==> src/rtl/core/pixel_format_converter_core_defines.svh <==
// Assertion macros for the converter core.
`ifndef PIXEL_FORMAT_CONVERTER_CORE_DEFINES_SVH
`define PIXEL_FORMAT_CONVERTER_CORE_DEFINES_SVH

// Same-cycle implication, checked on every rising edge outside reset.
`define PFC_ASSERT_NOW(label, ante, cons, msg) \
    label: assert property (@(posedge clk) disable iff (!rst_n) (ante) |-> (cons)) \
        else $error(msg);

// Next-cycle implication, checked on every rising edge outside reset.
`define PFC_ASSERT_NEXT(label, ante, cons, msg) \
    label: assert property (@(posedge clk) disable iff (!rst_n) (ante) |=> (cons)) \
        else $error(msg);

`endif

==> src/rtl/core/pfc_pkg.sv <==
package pfc_pkg;

    // Framebuffer formats
    localparam logic [2:0] FMT_RGB565   = 3'd0;
    localparam logic [2:0] FMT_ARGB4444 = 3'd1;
    localparam logic [2:0] FMT_ARGB8888 = 3'd2;
    localparam logic [2:0] FMT_ARGB1555 = 3'd3;
    localparam logic [2:0] FMT_YUV422   = 3'd4;
    localparam logic [2:0] FMT_I8       = 3'd5;
    localparam logic [2:0] FMT_I4       = 3'd6;
    localparam logic [2:0] FMT_I2       = 3'd7;

    // Operations
    localparam logic [1:0] OP_PACK      = 2'd0;
    localparam logic [1:0] OP_UNPACK    = 2'd1;
    localparam logic [1:0] OP_PAL_WRITE = 2'd2;

    // Configuration register indexes
    localparam logic [1:0] REG_PIXEL_FORMAT  = 2'd0;
    localparam logic [1:0] REG_PALETTE_FIRST = 2'd1;
    localparam logic [1:0] REG_PALETTE_COUNT = 2'd2;

    localparam int unsigned CFG_DATA_W = 9;

    // Pixels per packed value
    localparam logic [2:0] PPV_ONE  = 3'd1;
    localparam logic [2:0] PPV_TWO  = 3'd2;
    localparam logic [2:0] PPV_FOUR = 3'd4;

    localparam logic [2:0] FORMAT_RESET        = FMT_ARGB8888;
    localparam logic [8:0] PALETTE_FIRST_RESET = 9'd0;
    localparam logic [8:0] PALETTE_COUNT_RESET = 9'd256;

    typedef struct packed {
        logic [1:0]  operation;
        logic [31:0] pixel_in;
        logic [7:0]  entry_index;
        logic [7:0]  entry_red;
        logic [7:0]  entry_green;
        logic [7:0]  entry_blue;
    } in_beat_t;

    typedef struct packed {
        logic [31:0] pixel_out;
        logic [2:0]  pixels_per_value;
        logic        unsupported;
    } out_beat_t;

    typedef struct packed {
        logic [2:0] pixel_format;
        logic [8:0] palette_first;
        logic [8:0] palette_count;
    } cfg_t;

endpackage

==> src/rtl/core/pfc_convert.sv <==
module pfc_convert
    import pfc_pkg::*;
#(
    parameter int unsigned PALETTE_DEPTH = 256
)
(
    input  cfg_t        cfg,
    input  in_beat_t    beat,
    input  logic [23:0] pal_data,
    output out_beat_t   result
);

    logic [31:0] s;
    logic        in_window;

    assign s = beat.pixel_in;

    assign in_window = (s >= {23'd0, cfg.palette_first})
                    && (s <  {23'd0, cfg.palette_count})
                    && (s <  32'(PALETTE_DEPTH));

    always_comb
    begin
        result.pixel_out        = '0;
        result.pixels_per_value = PPV_ONE;
        result.unsupported      = 1'b0;
        unique case (beat.operation)
            OP_PACK:
            begin
                unique case (cfg.pixel_format)
                    FMT_RGB565:
                        result.pixel_out = {16'd0, s[23:19], s[15:10], s[7:3]};
                    FMT_ARGB4444:
                        result.pixel_out = {16'd0, s[31:28], s[23:20], s[15:12], s[7:4]};
                    FMT_ARGB8888:
                        result.pixel_out = s;
                    FMT_ARGB1555:
                        result.pixel_out = {16'd0, s[31], s[23:19], s[15:11], s[7:3]};
                    FMT_YUV422:
                    begin
                        result.pixel_out        = {s[7:0], s[31:24], s[23:16], s[31:24]};
                        result.pixels_per_value = PPV_TWO;
                    end
                    FMT_I8:
                        result.pixel_out = {24'd0, s[7:0]};
                    FMT_I4:
                    begin
                        result.pixel_out        = {28'd0, s[3:0]};
                        result.pixels_per_value = PPV_TWO;
                    end
                    FMT_I2:
                    begin
                        result.pixel_out        = {30'd0, s[1:0]};
                        result.pixels_per_value = PPV_FOUR;
                    end
                    default:
                        result.pixel_out = '0;
                endcase
            end
            OP_UNPACK:
            begin
                unique case (cfg.pixel_format)
                    FMT_RGB565:
                        result.pixel_out = {8'd0, s[15:11], s[15:13], s[10:5], s[10:9],
                                            s[4:0], s[4:2]};
                    FMT_ARGB4444:
                        result.pixel_out = {8'd0, s[11:8], s[11:8], s[7:4], s[7:4],
                                            s[3:0], s[3:0]};
                    FMT_ARGB8888:
                        result.pixel_out = s;
                    FMT_ARGB1555:
                        result.pixel_out = {8'd0, s[14:10], s[14:12], s[9:5], s[9:7],
                                            s[4:0], s[4:2]};
                    FMT_I8:
                    begin
                        if (in_window)
                        begin
                            result.pixel_out = {8'd0, pal_data};
                        end
                        else
                        begin
                            result.unsupported = 1'b1;
                        end
                    end
                    FMT_YUV422, FMT_I4, FMT_I2:
                        result.unsupported = 1'b1;
                    default:
                        result.unsupported = 1'b1;
                endcase
            end
            OP_PAL_WRITE:
                result.unsupported = 1'b0;
            default:
                result.unsupported = 1'b1;
        endcase
    end

endmodule

==> config.mk <==
export PLATFORM = sky130hd
export DESIGN_NAME = pfc_convert
export DESIGN_NICKNAME = d
export VERILOG_FILES = /design/src/rtl/core/pixel_format_converter_core_defines.svh /design/src/rtl/core/pfc_pkg.sv /design/src/rtl/core/pfc_convert.sv
export SDC_FILE = /design/constraint.sdc
export NUM_CORES = 1
export LEC_CHECK = 0
export BUFFER_PORTS_ARGS = -buffer_cell sky130_fd_sc_hd__buf_2
export CORE_UTILIZATION = 49
export DETAILED_ROUTE_END_ITERATION = 10
export PLACE_DENSITY = 0.86
export SETUP_SLACK_MARGIN = 0.4
export SYNTH_ARGS = -nofsm -noshare
export SYNTH_HDL_FRONTEND = slang
export SYNTH_SLANG_ARGS = --single-unit
==> constraint.sdc <==
create_clock -name vclk -period 3
set_input_delay 0.3 -clock vclk [all_inputs]
set_output_delay 0.3 -clock vclk [all_outputs]
set_load 0.01 [all_outputs]
==> Word level (Yosys, flattened, before mapping) <==
Cells that the tools add are included.
{ "totals": {"inputBits": 111, "output_inout_bits": 36, "ff_bits": 0, "word_cells": 28} }
{ "op_classes": {"n_mux": 9, "n_reduce_logical": 7, "eq_ne": 9, "magnitude_cmp": 3} }
{ "ops": {"columns": ["cell", "n"], "rows": [
  ["$pmux 32 s8", 1],
  ["$pmux 32 s5", 1],
  ["$pmux 32 s2", 1],
  ["$ge 32x9->1", 1],
  ["$lt 32x9->1", 1],
  ["$lt 32x9->1 const B", 1],
  ["$mux 24", 1],
  ["$eq 3x3->1 const B", 4],
  ["$eq 3x2->1 const B", 2],
  ["$pmux 3 s2", 1],
  ["$pmux 1 s2", 2],
  ["$reduce_or 2->1", 2],
  ["$eq 3x1->1 const B", 1],
  ["$logic_not 3->1", 1],
  ["$mux 3", 1],
  ["$reduce_or 3->1", 1],
  ["$eq 2x1->1 const B", 1],
  ["$eq 2x2->1 const B", 1],
  ["$logic_and 1x1->1", 2],
  ["$logic_not 2->1", 1],
  ["$mux 1", 1]
]} }

==> Depth between registers and ports, before layout <==
{ "logic_depth": {"word_depth": 6, "mapped_depth": 8, "depth_no_buf": 7} }

==> Worst setup path before layout <==
No wires, ideal clock.
{ "synth_path": {"path_type": "input -> output", "from": "in cfg[7] (netlist name)", "to": "out result[11] (netlist name)", "stages": 8, "required_time_ps": 2700, "n_path_buf": 1, "t_arrival_ps": 1747, "setup_slack_ps": 953, "path_cell_list": "inv_1 > ha_1 > and3_1 > a22o_1 > o21ai_2 > nand2_2 > buf_6 > o311ai_2"} }
{ "synth_lines": {"columns": ["item", "line", "text"], "rows": [
  ["start: declaration", "pfc_convert.sv:7", "input cfg_t cfg,"],
  ["end: declaration", "pfc_convert.sv:10", "output out_beat_t result"]
]} }

==> impl_summary.log <==
[metrics] delay of the slowest cell on the worst path: 480 ps
[metrics] Setup TNS Final: 0 ps
[metrics] relative slew slack: 59.1%
[metrics] start point of the worst hold path: pal_data[4]
[metrics] leakage power of the design: 0.00154 uW
[metrics] final estimated routing congestion in global placement: 0.948
[metrics] number of cells traversed by the worst hold path: 4
[metrics] detailed-route via count: 3579
[metrics] master of the slowest instance on the critical path: buf_2
[metrics] Avg Vias per Cell: 6.77
[metrics] Final min period: 2550 ps
[metrics] Critical Path AT: 2250 ps
[metrics] CLK BUF: 0
[metrics] count of filler cells inserted in the layout: 474
[metrics] commonest cells after routing, fill and taps aside: buf_2, nand2_1, inv_1
[metrics] quantity of hold-fixing buffers added after cts: 0
[metrics] floorplan die height: 76.6 um
[metrics] Most common cell on crit path: buf_2
[metrics] Crit Path Max Fanout: 28
[metrics] number of warning messages in the yosys log: 0
[metrics] worst min-delay path class: primary input to primary output
[metrics] maximum capacitance violations: 0
[metrics] average detailed-routed wire length per instance: 19.0 um
[metrics] total count of hold-check failures in the final report: 0
[metrics] effective utilization at floorplan: 52.1%
[metrics] area of the core region: 0.00524 mm2
[metrics] Total Routed Length: 10100 um
[metrics] DRT antenna net count: 0
[metrics] overall power consumption: 473 uW
[metrics] wire length of the first global-routing pass: 16200 um
[metrics] unrepaired setup endpoints after global routing: no
[metrics] via count of the first global-routing pass: 3480
[metrics] Worst EP required: 2700 ps
[metrics] start point of the critical path: cfg[19]
[metrics] sequential-to-total area share from yosys stat: 0%
[metrics] maximum vdd ir drop: 108 uV
[metrics] Worst Setup End Kind: primary output
[metrics] area of the die: 0.00587 mm2
[metrics] pin count of the biggest net entering global routing: 43
[metrics] Crit Path Class: primary input to primary output
[metrics] Die X: 76.6 um
[metrics] area taken by flip-flops and latches: 0 um2
[metrics] number of nets in the layout: 589
[metrics] final setup fails: 0
[metrics] global-route usage over all layers: 33.7%
[metrics] power per unit of standard cell area: 142 mW/mm2
[metrics] cells traversed along the worst timing path: buf_2 > buf_4 > nand2b_1 > a21oi_4 > a22oi_1 > o21ai_0 > buf_2
[metrics] synthesis-to-layout area growth: 21.9%
[metrics] number of distinct standard cells referenced by the synthesized netlist: 61
[metrics] violation count after the first detailed-routing iteration: 418
[metrics] area taken by multi-input logic gates: 0.00242 mm2
[metrics] sink of the worst hold path: result[8]
[metrics] fraction of final layout cells with drive strength greater than 1: 39.4%
[metrics] average cell area after synthesis: 7.43 um2
[metrics] Max Slew Vio Count: 0
[metrics] number of buffers inserted by port buffering: 115
[metrics] number of antenna violations at the first check in global routing: 0
[metrics] FFs & Latches: 0
[metrics] total standard cell area after synthesis: 0.00273 mm2
[metrics] highest achievable clock rate: 393 MHz
[metrics] number of remaining DRC errors: 0
[metrics] CP Launch Type: primary input
[metrics] global route overflow: 0
[metrics] slew at the pin with the worst max-slew slack: 614 ps
[metrics] fraction of the cycle the final worst path needs: 84.8%
[metrics] synthesized instance count: 367
[metrics] detailed-routing iteration count for the pre-antenna-repair pass: 5
[metrics] number of placed I/O pins: 147
[metrics] detailed placement HPWL: 7350 um
[metrics] synthesized net count: 495
[metrics] antenna cell count: 0
[metrics] most common cell after layout, fill and taps aside: buf_2
[metrics] run status: complete, no violations
[metrics] number of rows in the core area: 26
==> cell usage after synthesis, types with 6 or more instances <==
library cell	instances	area, um2
inv_1	32	120
a21oi_1	13	65.1
mux2_2	12	135
ha_1	17	213
buf_2	12	60.1
o21ai_0	18	90.1
nand2_1	38	143
nor2_1	26	97.6
o311ai_2	9	146
a22oi_1	30	225
a22o_1	6	52.6
mux4_2	13	293
mux2i_1	11	110
clkbuf_1	12	45.0
o21ai_1	10	50.1
buf_4	7	52.6
nand3_1	16	80.1
==> worst max path at each step <==
stage          slack, ps  cells after the start    endpoint
2_1_floorplan        950                      8  result[11]
3_5_place_dp         390                      9  result[25]
3_3_place_gp         450                      9  result[25]
5_1_grt              430                      9   result[8]
6_report             450                      7  result[15]
4_1_cts              420                      8  result[20]
==> kinds of logic (layout without fill, tap and decap cells) <==
logic type / after synthesis / count (layout) / share of synthesized area [%]
buffers and inverters: 69 / 160 / 12.4
adders and majority gates: 17 / 17 / 7.80
AOI/OAI and AO/OA: 123 / 124 / 36.3
and+or+nand+nor: 119 / 119 / 22.1
muxes: 39 / 39 / 21.4
==> cell type report <==
type	instances	area share (%)
multi-input cells	299	72.7
repair buffers	128	21.1
inverters	32	3.61
well taps	70	2.63
==> power by group <==
group	internal (uW)	total (uW)	switching, uW
logic	208	473	265
clock network	0	0	0
registers	0	0	0
==> worst max-delay path, delay by kind of cell <==
family,cells,cell delay [ps]
buf+inv,3,950
simple gates,1,370
compound gates,3,610
==> routing by layer <==
| layer | part of all wire [%] | track usage, % | vias up |
|---|---|---|---|
| met2 | 47 | 57.8 | 282 |
| met5 | 0 | 0 | - |
| met1 | 37 | 39.7 | 1650 |
| met4 | 5.5 | 19.4 | 0 |
| met3 | 11 | 4.91 | 67 |
| li1 | - | - | 1580 |
==> repair_timing <==
| action | in CTS | in global routing |
|---|---|---|
| resized for setup | 0 | 9 |
| setup endpoints to repair | 2 | 14 |
| cloned | 0 | 1 |
| setup buffers | 1 | 0 |
| pin swaps | 1 | 3 |
==> per-stage QoR <==
stage          util, %  std cells  hold WS [ps]  setup WS, ps  cell area [um2]
2_1_floorplan        -        367           727           953             2730
3_3_place_gp      62.5        527           916           447             3270
3_5_place_dp      62.5        527           921           392             3270
4_1_cts           62.7        528           919           422             3280
5_1_grt           63.5        529           931           425             3330
6_report          63.5        529           914           455             3330
Power figures use the tool's default switching activity.
